## src/hw/rtl/i2cmbe_pkg.sv

```systemverilog
`timescale 1ns / 1ps
// ----------------------------------------------------------------------------
// I2C master bit engine package
// Shared command codes, register indexes, constants and the word types
// passed between the front, the queue and the back of the engine.
// ----------------------------------------------------------------------------
package i2cmbe_pkg;

  // Command codes carried in the command field of an input word.
  typedef enum logic [3:0] {
    OP_NONE    = 4'd0,
    OP_RECOVER = 4'd1,
    OP_START   = 4'd2,
    OP_STOP    = 4'd3,
    OP_WRITE   = 4'd4,
    OP_WAITACK = 4'd5,
    OP_ACK     = 4'd6,
    OP_NAK     = 4'd7,
    OP_READ    = 4'd8
  } op_t;

  // Configuration register indexes.
  localparam int CFG_IDX_W = 1;
  localparam int CFG_DATA_W = 8;
  localparam logic [CFG_IDX_W-1:0] CFG_RECOVERY_PULSES = 1'b0;
  localparam logic [CFG_IDX_W-1:0] CFG_ACK_POLL_LIMIT  = 1'b1;

  // Register reset values.
  localparam logic [4:0] RECOVERY_PULSES_RESET = 5'd9;
  localparam logic [7:0] ACK_POLL_LIMIT_RESET  = 8'd5;

  // Sequence lengths.
  localparam logic [4:0] MAX_PULSES      = 5'd16;
  localparam logic [4:0] WRITE_LAST_STEP = 5'd24;
  localparam logic [4:0] READ_LAST_STEP  = 5'd17;
  localparam logic [7:0] POLL_SATURATE   = 8'hFF;

  // Classified input word as held in the queue.
  typedef struct packed {
    op_t        op;
    logic [7:0] write_byte;
    logic       sda_sample;
  } q_entry_t;

  // Handshake between queue and back end.
  typedef struct packed {
    logic     valid;
    q_entry_t entry;
  } q_head_t;

  // Result word.
  typedef struct packed {
    logic       scl_level;
    logic       sda_release;
    logic       busy_res;
    logic       done_res;
    logic [7:0] read_byte;
    logic       ack_failed;
  } res_t;

endpackage

```

## src/hw/rtl/i2cmbe_if.sv

```systemverilog
`timescale 1ns / 1ps
// ----------------------------------------------------------------------------
// I2C master bit engine channels
// Tick input channel and result output channel, valid/ready handshake.
// ----------------------------------------------------------------------------
interface i2cmbe_in_if;
  logic       valid;
  logic       ready;
  logic [3:0] command;
  logic [7:0] write_byte;
  logic       sda_sample;

  modport source(output valid, command, write_byte, sda_sample, input ready);
  modport sink(input valid, command, write_byte, sda_sample, output ready);
endinterface

interface i2cmbe_out_if;
  logic       valid;
  logic       ready;
  logic       scl_level;
  logic       sda_release;
  logic       busy_res;
  logic       done_res;
  logic [7:0] read_byte;
  logic       ack_failed;

  modport source(output valid, scl_level, sda_release, busy_res, done_res,
                 read_byte, ack_failed, input ready);
  modport sink(input valid, scl_level, sda_release, busy_res, done_res,
               read_byte, ack_failed, output ready);
endinterface

```

## src/hw/rtl/i2cmbe_front.sv

```systemverilog
`timescale 1ns / 1ps
// ----------------------------------------------------------------------------
// I2C master bit engine front end
// Accepts tick words and classifies the command code; codes outside the
// command set are turned into no-command before entering the queue.
// ----------------------------------------------------------------------------
module i2cmbe_front import i2cmbe_pkg::*; (
  i2cmbe_in_if.sink in_ch,
  input  logic      q_full,
  output logic      q_push,
  output q_entry_t  q_data
);

  // A word is accepted whenever the queue has room.
  assign in_ch.ready = !q_full;
  assign q_push      = in_ch.valid && !q_full;

  // Classify the command code.
  always_comb begin
    q_data.write_byte = in_ch.write_byte;
    q_data.sda_sample = in_ch.sda_sample;
    if (in_ch.command >= 4'(OP_RECOVER) && in_ch.command <= 4'(OP_READ)) begin
      q_data.op = op_t'(in_ch.command);
    end else begin
      q_data.op = OP_NONE;
    end
  end

endmodule

```

## src/hw/rtl/i2cmbe_queue.sv

```systemverilog
`timescale 1ns / 1ps
// ----------------------------------------------------------------------------
// I2C master bit engine queue
// Two-entry word queue that decouples the front end from the back end.
// ----------------------------------------------------------------------------
module i2cmbe_queue import i2cmbe_pkg::*; (
  input  logic     clk,
  input  logic     rst,
  input  logic     push,
  input  q_entry_t push_data,
  output logic     full,
  input  logic     pop,
  output q_head_t  head
);

  q_entry_t   slots [2];
  logic       wr_ptr;
  logic       rd_ptr;
  logic [1:0] count;

  assign full       = (count == 2'd2);
  assign head.valid = (count != 2'd0);
  assign head.entry = slots[rd_ptr];

  // Storage, no reset needed.
  always_ff @(posedge clk) begin
    if (push) begin
      slots[wr_ptr] <= push_data;
    end
  end

  // Pointers and fill count.
  always_ff @(posedge clk) begin
    if (rst) begin
      wr_ptr <= 1'b0;
      rd_ptr <= 1'b0;
      count  <= 2'd0;
    end else begin
      if (push) begin
        wr_ptr <= ~wr_ptr;
      end
      if (pop) begin
        rd_ptr <= ~rd_ptr;
      end
      case ({push, pop})
        2'b10:   count <= count + 2'd1;
        2'b01:   count <= count - 2'd1;
        default: count <= count;
      endcase
    end
  end

endmodule

```

## src/hw/rtl/i2cmbe_back.sv

```systemverilog
`timescale 1ns / 1ps
// ----------------------------------------------------------------------------
// I2C master bit engine back end
// Runs the pin sequencer one tick word at a time and registers the result
// word; holds the configuration registers.
// ----------------------------------------------------------------------------
module i2cmbe_back import i2cmbe_pkg::*; (
  input  logic                  clk,
  input  logic                  rst,
  input  logic                  cfg_we,
  input  logic [CFG_IDX_W-1:0]  cfg_index,
  input  logic [CFG_DATA_W-1:0] cfg_data,
  input  q_head_t               head,
  output logic                  pop,
  i2cmbe_out_if.source          out_ch
);

  // Configuration registers.
  logic [4:0] recovery_pulses;
  logic [7:0] ack_poll_limit;

  // Sequencer state.
  op_t        active_command, active_command_next;
  logic [4:0] tick_step, tick_step_next;
  logic [1:0] phase, phase_next;
  logic [7:0] shift_register, shift_register_next;
  logic [7:0] poll_count, poll_count_next;
  logic       scl_drive, scl_drive_next;
  logic       sda_drive, sda_drive_next;
  logic       ack_fail_flag, ack_fail_flag_next;
  logic [7:0] read_hold, read_hold_next;
  logic       done_next;

  // Output register.
  logic       out_valid;
  res_t       res, res_next;

  // Working values after a possible command launch.
  logic       launch;
  op_t        act;
  logic [4:0] step;
  logic [1:0] ph;
  logic       fin;
  logic       advance;
  logic [4:0] pulses;
  logic [7:0] limit;
  logic [7:0] poll_inc;

  // Take the next word when the output register is free or being drained.
  assign pop = head.valid && (!out_valid || out_ch.ready);

  // Configuration writes.
  always_ff @(posedge clk) begin
    if (rst) begin
      recovery_pulses <= RECOVERY_PULSES_RESET;
      ack_poll_limit  <= ACK_POLL_LIMIT_RESET;
    end else if (cfg_we) begin
      unique case (cfg_index)
        CFG_RECOVERY_PULSES: recovery_pulses <= cfg_data[4:0];
        CFG_ACK_POLL_LIMIT:  ack_poll_limit  <= cfg_data;
        default:             ;
      endcase
    end
  end

  // Clamped register values.
  always_comb begin
    if (recovery_pulses == 5'd0) begin
      pulses = 5'd1;
    end else if (recovery_pulses > MAX_PULSES) begin
      pulses = MAX_PULSES;
    end else begin
      pulses = recovery_pulses;
    end
    limit = (ack_poll_limit == 8'd0) ? 8'd1 : ack_poll_limit;
  end

  // Next-state logic of the pin sequencer.
  always_comb begin
    launch = (active_command == OP_NONE) && (head.entry.op != OP_NONE);
    act    = launch ? head.entry.op : active_command;
    step   = launch ? 5'd0 : tick_step;
    ph     = launch ? 2'd0 : phase;

    active_command_next = act;
    tick_step_next      = step;
    phase_next          = ph;
    poll_count_next     = launch ? 8'd0 : poll_count;
    shift_register_next = (launch && head.entry.op == OP_WRITE) ?
                          head.entry.write_byte : shift_register;
    ack_fail_flag_next  = (launch && head.entry.op == OP_WAITACK) ? 1'b0 : ack_fail_flag;
    scl_drive_next      = scl_drive;
    sda_drive_next      = sda_drive;
    read_hold_next      = read_hold;
    poll_inc            = (poll_count_next < POLL_SATURATE) ?
                          poll_count_next + 8'd1 : poll_count_next;
    fin       = 1'b0;
    advance   = 1'b1;
    done_next = 1'b0;

    unique case (act)
      OP_RECOVER: begin
        scl_drive_next = step[0];
        if ({1'b0, step} + 6'd1 >= {pulses, 1'b0}) begin
          fin = 1'b1;
        end
      end
      OP_START: begin
        unique case (step)
          5'd0:    sda_drive_next = 1'b1;
          5'd1:    scl_drive_next = 1'b1;
          5'd2:    sda_drive_next = 1'b0;
          default: begin
            scl_drive_next = 1'b0;
            fin            = 1'b1;
          end
        endcase
      end
      OP_STOP: begin
        unique case (step)
          5'd0:    scl_drive_next = 1'b0;
          5'd1:    sda_drive_next = 1'b0;
          5'd2:    scl_drive_next = 1'b1;
          default: begin
            sda_drive_next = 1'b1;
            fin            = 1'b1;
          end
        endcase
      end
      OP_WRITE: begin
        if (step >= WRITE_LAST_STEP) begin
          scl_drive_next = 1'b0;
          fin            = 1'b1;
        end else begin
          case (ph)
            2'd0: scl_drive_next = 1'b0;
            2'd1: begin
              sda_drive_next      = shift_register_next[7];
              shift_register_next = {shift_register_next[6:0], 1'b0};
            end
            default: scl_drive_next = 1'b1;
          endcase
        end
      end
      OP_WAITACK: begin
        if (step == 5'd0) begin
          sda_drive_next = 1'b1;
        end else if (step == 5'd1) begin
          scl_drive_next = 1'b1;
        end else begin
          advance = 1'b0;
          if (!head.entry.sda_sample) begin
            scl_drive_next = 1'b0;
            fin            = 1'b1;
          end else begin
            poll_count_next = poll_inc;
            // Timeout: stop sequence picks up with SDA pulled low.
            if (poll_inc >= limit) begin
              ack_fail_flag_next  = 1'b1;
              scl_drive_next      = 1'b0;
              active_command_next = OP_STOP;
              tick_step_next      = 5'd1;
            end
          end
        end
      end
      OP_ACK, OP_NAK: begin
        if (step == 5'd0) begin
          sda_drive_next = (act == OP_NAK);
        end else if (step == 5'd1) begin
          scl_drive_next = 1'b1;
        end else begin
          scl_drive_next = 1'b0;
          fin            = 1'b1;
        end
      end
      OP_READ: begin
        if (step == 5'd0) begin
          sda_drive_next = 1'b1;
        end else if (step >= READ_LAST_STEP) begin
          shift_register_next = {shift_register_next[6:0], head.entry.sda_sample};
          scl_drive_next      = 1'b0;
          read_hold_next      = shift_register_next;
          fin                 = 1'b1;
        end else if (step[0]) begin
          if (step >= 5'd3) begin
            shift_register_next = {shift_register_next[6:0], head.entry.sda_sample};
          end
          scl_drive_next = 1'b0;
        end else begin
          scl_drive_next = 1'b1;
        end
      end
      default: begin
        active_command_next = OP_NONE;
        advance             = 1'b0;
      end
    endcase

    if (fin) begin
      active_command_next = OP_NONE;
      tick_step_next      = 5'd0;
      phase_next          = 2'd0;
      done_next           = 1'b1;
    end else if (advance && active_command_next != OP_NONE) begin
      tick_step_next = step + 5'd1;
      phase_next     = (ph == 2'd2) ? 2'd0 : ph + 2'd1;
    end
  end

  // Result word formed from the state after this tick.
  always_comb begin
    res_next.scl_level   = scl_drive_next;
    res_next.sda_release = sda_drive_next;
    res_next.busy_res    = (active_command_next != OP_NONE);
    res_next.done_res    = done_next;
    res_next.read_byte   = read_hold_next;
    res_next.ack_failed  = ack_fail_flag_next;
  end

  // Sequencer registers.
  always_ff @(posedge clk) begin
    if (rst) begin
      active_command <= OP_NONE;
      tick_step      <= 5'd0;
      phase          <= 2'd0;
      shift_register <= 8'd0;
      poll_count     <= 8'd0;
      scl_drive      <= 1'b1;
      sda_drive      <= 1'b1;
      ack_fail_flag  <= 1'b0;
      read_hold      <= 8'd0;
    end else if (pop) begin
      active_command <= active_command_next;
      tick_step      <= tick_step_next;
      phase          <= phase_next;
      shift_register <= shift_register_next;
      poll_count     <= poll_count_next;
      scl_drive      <= scl_drive_next;
      sda_drive      <= sda_drive_next;
      ack_fail_flag  <= ack_fail_flag_next;
      read_hold      <= read_hold_next;
    end
  end

  // Output register valid.
  always_ff @(posedge clk) begin
    if (rst) begin
      out_valid <= 1'b0;
    end else if (pop) begin
      out_valid <= 1'b1;
    end else if (out_ch.ready) begin
      out_valid <= 1'b0;
    end
  end

  // Output register payload.
  always_ff @(posedge clk) begin
    if (pop) begin
      res <= res_next;
    end
  end

  assign out_ch.valid       = out_valid;
  assign out_ch.scl_level   = res.scl_level;
  assign out_ch.sda_release = res.sda_release;
  assign out_ch.busy_res    = res.busy_res;
  assign out_ch.done_res    = res.done_res;
  assign out_ch.read_byte   = res.read_byte;
  assign out_ch.ack_failed  = res.ack_failed;

endmodule

```

## src/hw/rtl/i2c_master_bit_engine_unit.sv

```systemverilog
// Path: an accepted tick word is registered in a queue slot, then its result
// in the result register, where it waits while the result sink is not ready.
// Throughput: one tick word per cycle while the sink is ready, one step each.
// Reset: synchronous, active high; clears the queue, the sequencer to idle
// with both pins released, and the registers to 9 pulses and a poll limit of 5.
`timescale 1ns / 1ps
// ----------------------------------------------------------------------------
// I2C master bit engine
// Tick-driven I2C master: front end classifies tick words, a short queue
// decouples it from the back end that drives SCL and SDA one action a tick.
// ----------------------------------------------------------------------------
module i2c_master_bit_engine_unit import i2cmbe_pkg::*; (
  input  logic                  clk,
  input  logic                  rst,
  input  logic                  cfg_we,
  input  logic [CFG_IDX_W-1:0]  cfg_index,
  input  logic [CFG_DATA_W-1:0] cfg_data,
  i2cmbe_in_if.sink             in_ch,
  i2cmbe_out_if.source          out_ch
);

  logic     q_full;
  logic     q_push;
  q_entry_t q_data;
  logic     q_pop;
  q_head_t  q_head;

  // Front end: accept and classify.
  i2cmbe_front u_front (
    .in_ch  (in_ch),
    .q_full (q_full),
    .q_push (q_push),
    .q_data (q_data)
  );

  // Decoupling queue.
  i2cmbe_queue u_queue (
    .clk       (clk),
    .rst       (rst),
    .push      (q_push),
    .push_data (q_data),
    .full      (q_full),
    .pop       (q_pop),
    .head      (q_head)
  );

  // Back end: pin sequencer and result register.
  i2cmbe_back u_back (
    .clk       (clk),
    .rst       (rst),
    .cfg_we    (cfg_we),
    .cfg_index (cfg_index),
    .cfg_data  (cfg_data),
    .head      (q_head),
    .pop       (q_pop),
    .out_ch    (out_ch)
  );

endmodule

```

## src/flat_wrapper.sv

```systemverilog
// flat-port wrapper written by rule: the top's interface ports become plain ports
module i2c_master_bit_engine_unit_flat import i2cmbe_pkg::*;
  (clk, rst, cfg_we, cfg_index, cfg_data, in_ch_valid, in_ch_command, in_ch_write_byte, in_ch_sda_sample, in_ch_ready, out_ch_valid, out_ch_scl_level, out_ch_sda_release, out_ch_busy_res, out_ch_done_res, out_ch_read_byte, out_ch_ack_failed, out_ch_ready);
  i2cmbe_in_if in_ch_i ();
  i2cmbe_out_if out_ch_i ();
  input  logic clk;
  input  logic rst;
  input  logic cfg_we;
  input  logic [CFG_IDX_W-1:0] cfg_index;
  input  logic [CFG_DATA_W-1:0] cfg_data;
  input wire logic [$bits(in_ch_i.valid)-1:0] in_ch_valid;
  input wire logic [$bits(in_ch_i.command)-1:0] in_ch_command;
  input wire logic [$bits(in_ch_i.write_byte)-1:0] in_ch_write_byte;
  input wire logic [$bits(in_ch_i.sda_sample)-1:0] in_ch_sda_sample;
  output wire logic [$bits(in_ch_i.ready)-1:0] in_ch_ready;
  output wire logic [$bits(out_ch_i.valid)-1:0] out_ch_valid;
  output wire logic [$bits(out_ch_i.scl_level)-1:0] out_ch_scl_level;
  output wire logic [$bits(out_ch_i.sda_release)-1:0] out_ch_sda_release;
  output wire logic [$bits(out_ch_i.busy_res)-1:0] out_ch_busy_res;
  output wire logic [$bits(out_ch_i.done_res)-1:0] out_ch_done_res;
  output wire logic [$bits(out_ch_i.read_byte)-1:0] out_ch_read_byte;
  output wire logic [$bits(out_ch_i.ack_failed)-1:0] out_ch_ack_failed;
  input wire logic [$bits(out_ch_i.ready)-1:0] out_ch_ready;
  assign in_ch_i.valid = in_ch_valid;
  assign in_ch_i.command = in_ch_command;
  assign in_ch_i.write_byte = in_ch_write_byte;
  assign in_ch_i.sda_sample = in_ch_sda_sample;
  assign in_ch_ready = in_ch_i.ready;
  assign out_ch_valid = out_ch_i.valid;
  assign out_ch_scl_level = out_ch_i.scl_level;
  assign out_ch_sda_release = out_ch_i.sda_release;
  assign out_ch_busy_res = out_ch_i.busy_res;
  assign out_ch_done_res = out_ch_i.done_res;
  assign out_ch_read_byte = out_ch_i.read_byte;
  assign out_ch_ack_failed = out_ch_i.ack_failed;
  assign out_ch_i.ready = out_ch_ready;
  i2c_master_bit_engine_unit u_core (.clk(clk), .rst(rst), .cfg_we(cfg_we), .cfg_index(cfg_index), .cfg_data(cfg_data), .in_ch(in_ch_i), .out_ch(out_ch_i));
endmodule
```

## config.mk

```make
export PLATFORM = sky130hd
export DESIGN_NAME = i2c_master_bit_engine_unit_flat
export DESIGN_NICKNAME = d
export VERILOG_FILES = /design/src/hw/rtl/i2cmbe_pkg.sv /design/src/hw/rtl/i2cmbe_if.sv /design/src/hw/rtl/i2cmbe_front.sv /design/src/hw/rtl/i2cmbe_queue.sv /design/src/hw/rtl/i2cmbe_back.sv /design/src/hw/rtl/i2c_master_bit_engine_unit.sv /design/src/flat_wrapper.sv
export SDC_FILE = /design/constraint.sdc
export NUM_CORES = 1
export LEC_CHECK = 0
export ABC_AREA = 1
export BUFFER_PORTS_ARGS = -buffer_cell sky130_fd_sc_hd__buf_2
export CORE_UTILIZATION = 60
export CTS_BUF_LIST = sky130_fd_sc_hd__clkbuf_8
export CTS_CLUSTER_DIAMETER = 40
export CTS_CLUSTER_SIZE = 20
export DETAILED_ROUTE_END_ITERATION = 8
export PLACE_DENSITY_LB_ADDON = 0.2
export SLEW_MARGIN = 20
export SYNTH_ARGS = -nofsm -noshare
export SYNTH_HDL_FRONTEND = slang
export SYNTH_SLANG_ARGS = --single-unit
export TNS_END_PERCENT = 30
```

## constraint.sdc

```tcl
create_clock -name clk -period 8.85 [get_ports clk]
set_input_delay 1.77 -clock clk [delete_from_list [all_inputs] [get_ports clk]]
set_output_delay 1.77 -clock clk [all_outputs]
set_load 0.05 [all_outputs]
```

# [After elaboration in Yosys (flattened, before gate mapping)]
# Memories as Yosys holds them, arrays and structs flattened. A register that Yosys moved wholly into a read port is not among the register bits.
# Cells that the tools add are included.
[op_classes] add_sub_neg=6 order_cmp=9 n_eq_ne=17 muxes=88 bitwise=3 reduce_logical=29
[ops] cell="$mux W8" count=17
[ops] cell="$mux W5" count=10
[ops] cell="$mux W1" count=38
[ops] cell="$mux W4" count=7
[ops] cell="$eq A4 B3 Y1 const B" count=6
[ops] cell="$pmux W8 S2" count=1
[ops] cell="$pmux W1 S2" count=6
[ops] cell="$reduce_bool A4 Y1" count=3
[ops] cell="$ge A5 B5 Y1 const B" count=2
[ops] cell="$logic_not A5 Y1" count=2
[ops] cell="$add A8 B1 Y8 const B" count=1
[ops] cell="$eq A4 B2 Y1 const B" count=2
[ops] cell="$ge A8 B8 Y1" count=1
[ops] cell="$logic_not A8 Y1" count=1
[ops] cell="$lt A8 B8 Y1 const B" count=1
[ops] cell="$mux W2" count=4
[ops] cell="$pmux W4 S2" count=1
[ops] cell="$reduce_or A2 Y1" count=4
[ops] cell="$logic_and A1 B1 Y1" count=7
[ops] cell="$pmux W1 S7" count=1
[ops] cell="$reduce_or A7 Y1" count=1
[ops] cell="$add A5 B1 Y6 const B" count=1
[ops] cell="$eq A2 B2 Y1 const B" count=3
[ops] cell="$ge A6 B6 Y1" count=1
[ops] cell="23 further kinds" count=31
[word_totals] regBits=69 ram_bits=26 inputBits=27 out_inout_bits=15 wordCells=174 memories=1
[memory_table] name="u_core.u_queue.slots" words=2 width=13 read_ports=1 rd_ports_with_merged_regs=1 write_ports=1 line="i2cmbe_queue.sv:16" rtl="q_entry_t slots [2];"

# [Depth between registers and ports, before layout]
# Gate-level depths: netlist of run 1.
[logic_depth] word_depth=15 ltp_mapped=33 ltp_nobuf=32

# [Cells and area by module]
# A second synthesis of run 1 with hierarchy kept.
[hier_totals] hier_cells=765 area_unflattened_um2=5828.1
[modules_own_cells] mod="i2cmbe_back" n_inst=1 cells_per_inst=667 area_per_inst_um2=4495.6
[modules_own_cells] mod="i2cmbe_queue" n_inst=1 cells_per_inst=73 area_per_inst_um2=1201.2
[modules_own_cells] mod="i2cmbe_front" n_inst=1 cells_per_inst=25 area_per_inst_um2=131.4

# [Least setup slack after synthesis of run 1]
# No wires, ideal clock.
[synth_path] path_kind="in2reg" start="input out_ch_ready" end="register u_core.u_queue.count[1]" arrival_ns=3.500 setup_slack_ns=5.228 stages=8 n_path_buf=1 path_cell_list="nor2_1 > a21oi_2 > clkbuf_1 > ha_1 > a21oi_1 > o21ai_0 > o21ai_0 > a21oi_1"
[synth_between] elab_chain_cells=4
[synth_lines] element="start: declaration" line="flat_wrapper.sv:23" rtl="input wire logic [$bits(out_ch_i.ready)-1:0] out_ch_ready;"
[synth_lines] element="$logic_or A1 B1 Y1 (*)" line="i2cmbe_back.sv:50" rtl="assign pop = head.valid && (!out_valid || out_ch.ready);"
[synth_lines] element="$logic_and A1 B1 Y1 (*)" line="i2cmbe_back.sv:50"
[synth_lines] element="via u_core.q_pop" line="i2c_master_bit_engine_unit.sv:25" rtl="logic q_pop;"
[synth_lines] element="$eq A2 B1 Y1 or $eq A2 B2 Y1 (tied branches)" line="i2cmbe_queue.sv:45" rtl="case ({push, pop})"
[synth_lines] element="$pmux W2 S2 or $reduce_bool A2 Y1 (tied branches)"
[synth_lines] element="end signal: assignment" line="i2cmbe_queue.sv:46" rtl="2'b10: count <= count + 2'd1;"
[synth_lines] element="end signal: assignment" line="i2cmbe_queue.sv:47" rtl="2'b01: count <= count - 2'd1;"
[synth_lines] element="end signal: assignment" line="i2cmbe_queue.sv:48" rtl="default: count <= count;"
[synth_lines] element="end: declaration" line="i2cmbe_queue.sv:19" rtl="logic [1:0] count;"
# Mark *: on every way through the listed nets, which the timed path passes. The rest lies on a longest branch.
# A chain may end at the register's enable or synchronous reset.

==> results.toml, run 1 <==
[routing]
antenna_left = 0
num_vias = 4745
dr.pass1.iters = 9
routedWlPerCell_um = 14.67
vias_per_cell = 5.486
drc = 0
routed_wirelength_um = 12690
drt-initial-drc-count = 293

[worst_hold_path]
hp-class = "flip-flop to flip-flop"

[yosys]
ys.flop_type = "dfxtp_1"
synthSimpleGateAreaFrac = 0.2802
ys_seq_elements = 96
yosysTopAreaCell = "edfxtp_1"
synth_top_family_by_area = "simple AND/OR/NAND/NOR gates"
synth_edf_count = 39
syn_nets = 763
syn_area_sq_mm = 0.005559
synth_top_area_frac = 0.2107
synthCells = 717
yosysSeqAreaShare = 0.4159
yosysWarningCount = 0
synthMuxAreaShare = 0
ys_top_cells_by_area = "edfxtp_1 (21%), dfxtp_1 (21%), nand2_1 (11%)"
synth-async-reset-ratio = 0
ys_types = 47
synth-adder-area-share = 0.04276
synth_xor_area_frac = 0.01260
syn_avg_cell_area_sq_um = 7.753
synth-compound-area-share = 0.1573

[clock_network]
cts_hold_buf = 0
cts_tree = "built"
cts_made_buffers = 9
ctsResizeCount = 0
clkSinkCount = 96
htreeDepth = 3
cts_root_buf = "clkbuf_8"
worstSkewPairLatency_ns = 0.37
clk_path_buf_depth = 2
postCtsSetupBuffers = 0
clk_pin_slew_ns = 0.10

[floorplanning]
core_sq_mm = 0.008848
io_pins = 42
die_w_um = 98.26
die_area_sq_mm = 0.009654
row_count = 34
start_util = 0.6283
die-height_um = 98.26

[place]
hpwl_um = 9288
place_area_sq_mm = 0.005811
port_buffers = 41
place_congestion = 0.9464

[final_layout]
syn_to_final_growth_pct = 8.373
nFillCells = 733
nets = 798
drive_above_1_share = 0.1691
fin_area_sq_mm = 0.006025
fin_util = 0.6809
n_antenna_cell = 0

[run]
drv_cap = 0

[power_and_ir_drop]
seqPwrFrac = 0.311
combPwrFrac = 0.540
power.density_mw_per_mm2 = 344.3
vdd.ir_drop.worst_mv = 0.2822
leakage_nw = 2.720
intPower_mw = 1.037
netSwitchingFraction = 0.5001
p_switching_mw = 1.037
pwr-share-clk = 0.149

[sta]
clock-skew-final_ns = 0.01140
rsz0062_at_grt = "false"
maxSlewHeadroom = 0.2592
setup-tns-final_ns = 0
hold_viol_final = 0
report.final.setup_viol = 0
slew_violations = 0
max_freq_mhz = 221.5
finalCritPeriodShare = 0.5101
worstMarginPinSlew_ns = 1.110
period_minus_slack_ns = 4.514

[global_route]
grt-ovfl-total = 0
grt_pass1_vias = 4478
grt_first_pass_wirelength_um = 21080
antenna_found_initial = 0
gr-usage-all-layers = 0.2731
grt_max_degree = 60

[setup_path]
rr_endpoint = "u_core.u_back.tick_step[0]$_SDFFE_PP0P_"
required_ns = 9.09
worst_setup_path_start_kind = "flip-flop"
critPathKind = "flip-flop to flip-flop"
reg2reg_depth = 31
crit_arrival_ns = 4.76
rrSetupSlack_ns = 4.34
path_common_cell = "nand2_1"
critPathSlowestCell = "dfxtp_1"
critPathMaxFanout = 15
cp-end-kind = "flip-flop"
cp_slowest_stage_delay_ns = 0.61
crit_end = "u_core.u_back.tick_step[0]$_SDFFE_PP0P_"

[status]
status = "complete, no violations"
critical path, delay by kind of cell, from the launching register on:
family / cells / cell delay, ns
AOI/OAI and AO/OA: 3 / 0.42
adders and majority gates: 2 / 0.55
buffers and inverters: 6 / 0.55
DFF: 1 / 0.61
and+or+nand+nor: 20 / 2.28
through the flow:
stage	std cells	worst slack [ns]	power [mW]	hold WS (ns)
finish	865	4.336	2.074	0.4666
global route	865	3.940	2.225	0.5020
CTS	865	4.384	2.068	0.4661
detailed placement	849	4.475	1.762	0.4540
global placement	849	4.742	1.739	0.4372
floorplan	717	5.228	1.547	0.4255
cells in the mapped netlist, types with 2 or more instances:
master and count:
o21bai_1 2, nand2_1 158, nor4_1 2, nand3_4 3, edfxtp_1 39, nor2_4 7
o211ai_2 6, ha_1 19, nand2_2 8, nor3_1 4, nor2_2 7, buf_2 2
inv_2 14, o21ai_4 2, nand3_1 32, a31oi_1 9, nand2_4 7, xnor2_1 3
clkbuf_1 12, dfxtp_1 57, o211ai_1 5, clkinv_2 2, xor2_1 5, inv_1 89
o21ai_0 40, nand4_1 12, nand3_2 6, a21oi_1 51, nor2_1 65, o21ai_1 26
or2_2 3, o21a_1 3, buf_6 3
cell type report:
| class | count | area, sq um | share of cell area |
|---|---|---|---|
| Sequential cell | 96 | 2312 | 0.3838 |
| Clock buffer | 9 | 123.9 | 0.02056 |
| Inverter | 106 | 402.9 | 0.06687 |
| Tap cell | 108 | 135.1 | 0.02243 |
| Timing Repair Buffer | 42 | 212.7 | 0.03531 |
| Multi-Input combinational cell | 497 | 2750 | 0.4565 |
| Clock inverter | 7 | 87.58 | 0.01454 |
registers in the layout, indices dropped and copies added, names as in the netlist, 2 cells and up, named ones only:
name,count
u_core.u_back.tick_step,5
u_core.u_back.shift_register,8
u_core.u_back.active_command,4
u_core.u_back.poll_count,8
u_core.u_back.phase,2
u_core.u_back.read_hold,8
u_core.u_queue.count,2
u_core.u_queue.slots,26
u_core.u_back.recovery_pulses,5
u_core.u_back.out_ch.read_byte,8
u_core.u_back.ack_poll_limit,8
kinds of logic after synthesis:
group,after synthesis
buf+inv,124
compound gates,150
xor+xnor,8
flops,96
simple gates,320
fa+ha+maj,19
layer usage:
| metal | routed length, um | track usage | vias up |
|---|---|---|---|
| met5 | 0 | 0 | - |
| met4 | 176 | 0.06889 | 0 |
| met3 | 726 | 0.03150 | 20 |
| met2 | 5916 | 0.4518 | 144 |
| met1 | 5870 | 0.3827 | 2142 |
| li1 | - | - | 2439 |
worst min path at each step:
stage | depth (start not counted) | start | end
global route | 1 | u_core.u_queue.rd_ptr$_SDFFE_PP0P_ | flip-flop
CTS | 1 | u_core.u_queue.rd_ptr$_SDFFE_PP0P_ | u_core.u_queue.rd_ptr$_SDFFE_PP0P_
floorplan | 1 | u_core.u_queue.rd_ptr$_SDFFE_PP0P_ | flip-flop
finish | 1 | u_core.u_queue.rd_ptr$_SDFFE_PP0P_ | u_core.u_queue.rd_ptr$_SDFFE_PP0P_
detailed placement | 1 | u_core.u_queue.rd_ptr$_SDFFE_PP0P_ | u_core.u_queue.rd_ptr$_SDFFE_PP0P_
global placement | 1 | u_core.u_queue.rd_ptr$_SDFFE_PP0P_ | u_core.u_queue.rd_ptr$_SDFFE_PP0P_
power by group through the flow:
stage,registers [mW],logic (mW),clock network [mW]
floorplan,0.756,0.791,0
global placement,0.651,1.09,0
detailed placement,0.654,1.11,0
CTS,0.645,1.11,0.312
global route,0.657,1.24,0.325
finish,0.646,1.12,0.308
layout by cell type (no fill, tap or decap), drive strengths merged:
master / instances
xnor2: 3
nand3: 41
nand4: 13
clkinv: 5
or2: 4
clkbuf: 9
bufinv: 1
o21bai: 2
nand2: 174
nand3b: 1
o31ai: 1
o211ai: 11
nor4: 2
a21oi: 52
o311ai: 1
a31oi: 9
o21ai: 68
nor3: 5
buf: 42
o21a: 3
a41o: 1
nor2: 79
a21boi: 1
inv: 107
edfxtp: 39
a211oi: 1
or4: 1
dfxtp: 57
xor2: 5
ha: 19
(Power assumes the default switching activity.)
==> inputs of run 2 (changes only) <==
Clock period 8.85 ns to 4.6 ns, I/O delays scaled along.
==> run 2 against run 1 <==
The run now ends with DRC left. Setup slack got worse by 3.9 ns. Clock skew rose by 0.0090 ns. Critical path depth rose by 1. Clock power rose by 93%. Utilization rose by 0.16 points. Global-route usage rose by 0.97 points.
==> results.toml, run 2 (synthesis results as in run 1) <==
[routing]
routed_wirelength_um = 12860
vias_per_cell = 5.658
routedWlPerCell_um = 14.87
dr.pass1.iters = 9
antenna_left = 0
drc = 6
drt-initial-drc-count = 244
num_vias = 4894

[power_and_ir_drop]
vdd.ir_drop.worst_mv = 0.5288
p_switching_mw = 2.001
combPwrFrac = 0.540
intPower_mw = 1.996
p_total_mw = 3.997
netSwitchingFraction = 0.5006
leakage_nw = 2.722
power.density_mw_per_mm2 = 662.0
seqPwrFrac = 0.312
pwr-share-clk = 0.148

[final_layout]
multi_input_area_sq_mm = 0.002760
largest-register = "u_core.u_queue.slots"
final_common_cell = "nand2_1"
n_antenna_cell = 0
nFillCells = 746
final_cell_mix = "nand2_1 (158), inv_1 (89), nor2_1 (64)"
regArea_sq_mm = 0.002316
nets = 798
drive_above_1_share = 0.1717
syn_to_final_growth_pct = 8.620
largest_register_ffs = 26

[clock_network]
clkSinkCount = 96
cts_root_buf = "clkbuf_8"
clk_path_buf_depth = 2
postCtsSetupBuffers = 0
htreeDepth = 3
ctsResizeCount = 0
worstSkewPairLatency_ns = 0.38
clk_pin_slew_ns = 0.11
cts_hold_buf = 0
cts_tree = "built"
cts_made_buffers = 9

[sta]
worstMarginPinSlew_ns = 1.095
worst_slack_ns = 0.4599
period_minus_slack_ns = 4.140
finalCritPeriodShare = 0.9000
clock-skew-final_ns = 0.02040
report.final.setup_viol = 0
rsz0062_at_grt = "false"
slew_violations = 0
hold_viol_final = 0
maxSlewHeadroom = 0.2675
setup-tns-final_ns = 0
max_freq_mhz = 241.5

[place]
place_ws_ns = 0.2101
place_congestion = 0.9467
port_buffers = 41
hpwl_um = 9362

[setup_path]
rrSetupSlack_ns = 0.46
critPathMaxFanout = 15
path_common_cell = "nand2_1"
critPathSlowestCell = "dfxtp_4"
reg2reg_depth = 32
rr_endpoint = "u_core.u_back.tick_step[1]$_SDFFE_PP0P_"
cp_slowest_stage_delay_ns = 0.44
critPathKind = "flip-flop to flip-flop"
crit_arrival_ns = 4.39
worst_setup_path_start_kind = "flip-flop"
required_ns = 4.85
cp-end-kind = "flip-flop"

[worst_hold_path]
hold_depth = 1
hp-class = "flip-flop to flip-flop"
hp-start = "u_core.u_queue.rd_ptr$_SDFFE_PP0P_"

[status]
violations = "DRC"
status = "finished, violations left"

[floorplanning]
die_area_sq_mm = 0.009654
die-height_um = 98.26
core_sq_mm = 0.008848
io_pins = 42
die_w_um = 98.26
row_count = 34
start_util = 0.6283

[global_route]
gr-usage-all-layers = 0.2829
grt_first_pass_wirelength_um = 21810
grt_max_degree = 46
antenna_found_initial = 0
grt-ovfl-total = 0
grt_pass1_vias = 4666

[run]
drv_cap = 0
## run 2: cell counts in the layout (fill, tap and decap cells not counted)
Identical to the previous run, type by type.
## run 2: area by class of cell
cell class,count,area share
multi-input cells,497,0.4571
well taps,108,0.02238
inverters,106,0.06672
clock buffers,9,0.02051
clock inverters,7,0.01450
flip-flops and latches,96,0.3835
repair buffers,42,0.03523
## run 2: worst max-delay path by stage
stage | start | endpoint | slack (ns) | cells past startpoint
after floorplan | flip-flop | u_core.u_back.out_ch.busy_res$_DFFE_PP_ | 1.19 | 30
after global placement | flip-flop | u_core.u_back.tick_step[0]$_SDFFE_PP0P_ | 0.48 | 31
after detailed placement | flip-flop | u_core.u_back.tick_step[0]$_SDFFE_PP0P_ | 0.21 | 31
after CTS | flip-flop | u_core.u_back.out_ch.busy_res$_DFFE_PP_ | 0.20 | 29
after global routing | flip-flop | u_core.u_back.tick_step[1]$_SDFFE_PP0P_ | 0.06 | 32
final | flip-flop | u_core.u_back.tick_step[1]$_SDFFE_PP0P_ | 0.46 | 32
## run 2: worst max-delay path, delay by kind of cell, from the launching register on
| family | cells | cell delay [ns] |
|---|---|---|
| DFF | 1 | 0.44 |
| buffers and inverters | 6 | 0.49 |
| and+or+nand+nor | 21 | 2.27 |
| AOI/OAI and AO/OA | 3 | 0.26 |
| adders and majority gates | 2 | 0.54 |
## run 2: power groups by stage
stage	Combinational (mW)	Sequential [mW]	Clock (mW)
floorplan	1.52	1.45	0
global placement	2.09	1.25	0
detailed placement	2.13	1.26	0
CTS	2.14	1.24	0.601
global route	2.39	1.27	0.633
finish	2.16	1.25	0.593
## run 2: stage by stage
stage	area (sq um)	hold WS, ns	utilization	cells
after floorplan	5559	0.4255	-	717
after global placement	5811	0.4404	0.6567	849
after detailed placement	5811	0.4440	0.6567	849
after CTS	6022	0.4626	0.6806	865
after global routing	6038	0.4753	0.6824	865
final	6038	0.4564	0.6824	865
## run 2: layer usage
layer / global-route usage / routed length (um) / vias up
met5: 0 / 0 / -
li1: - / - / 2448
met2: 0.4567 / 5917 / 195
met1: 0.3946 / 5867 / 2232
met4: 0.09185 / 206 / 0
met3: 0.03722 / 870 / 19
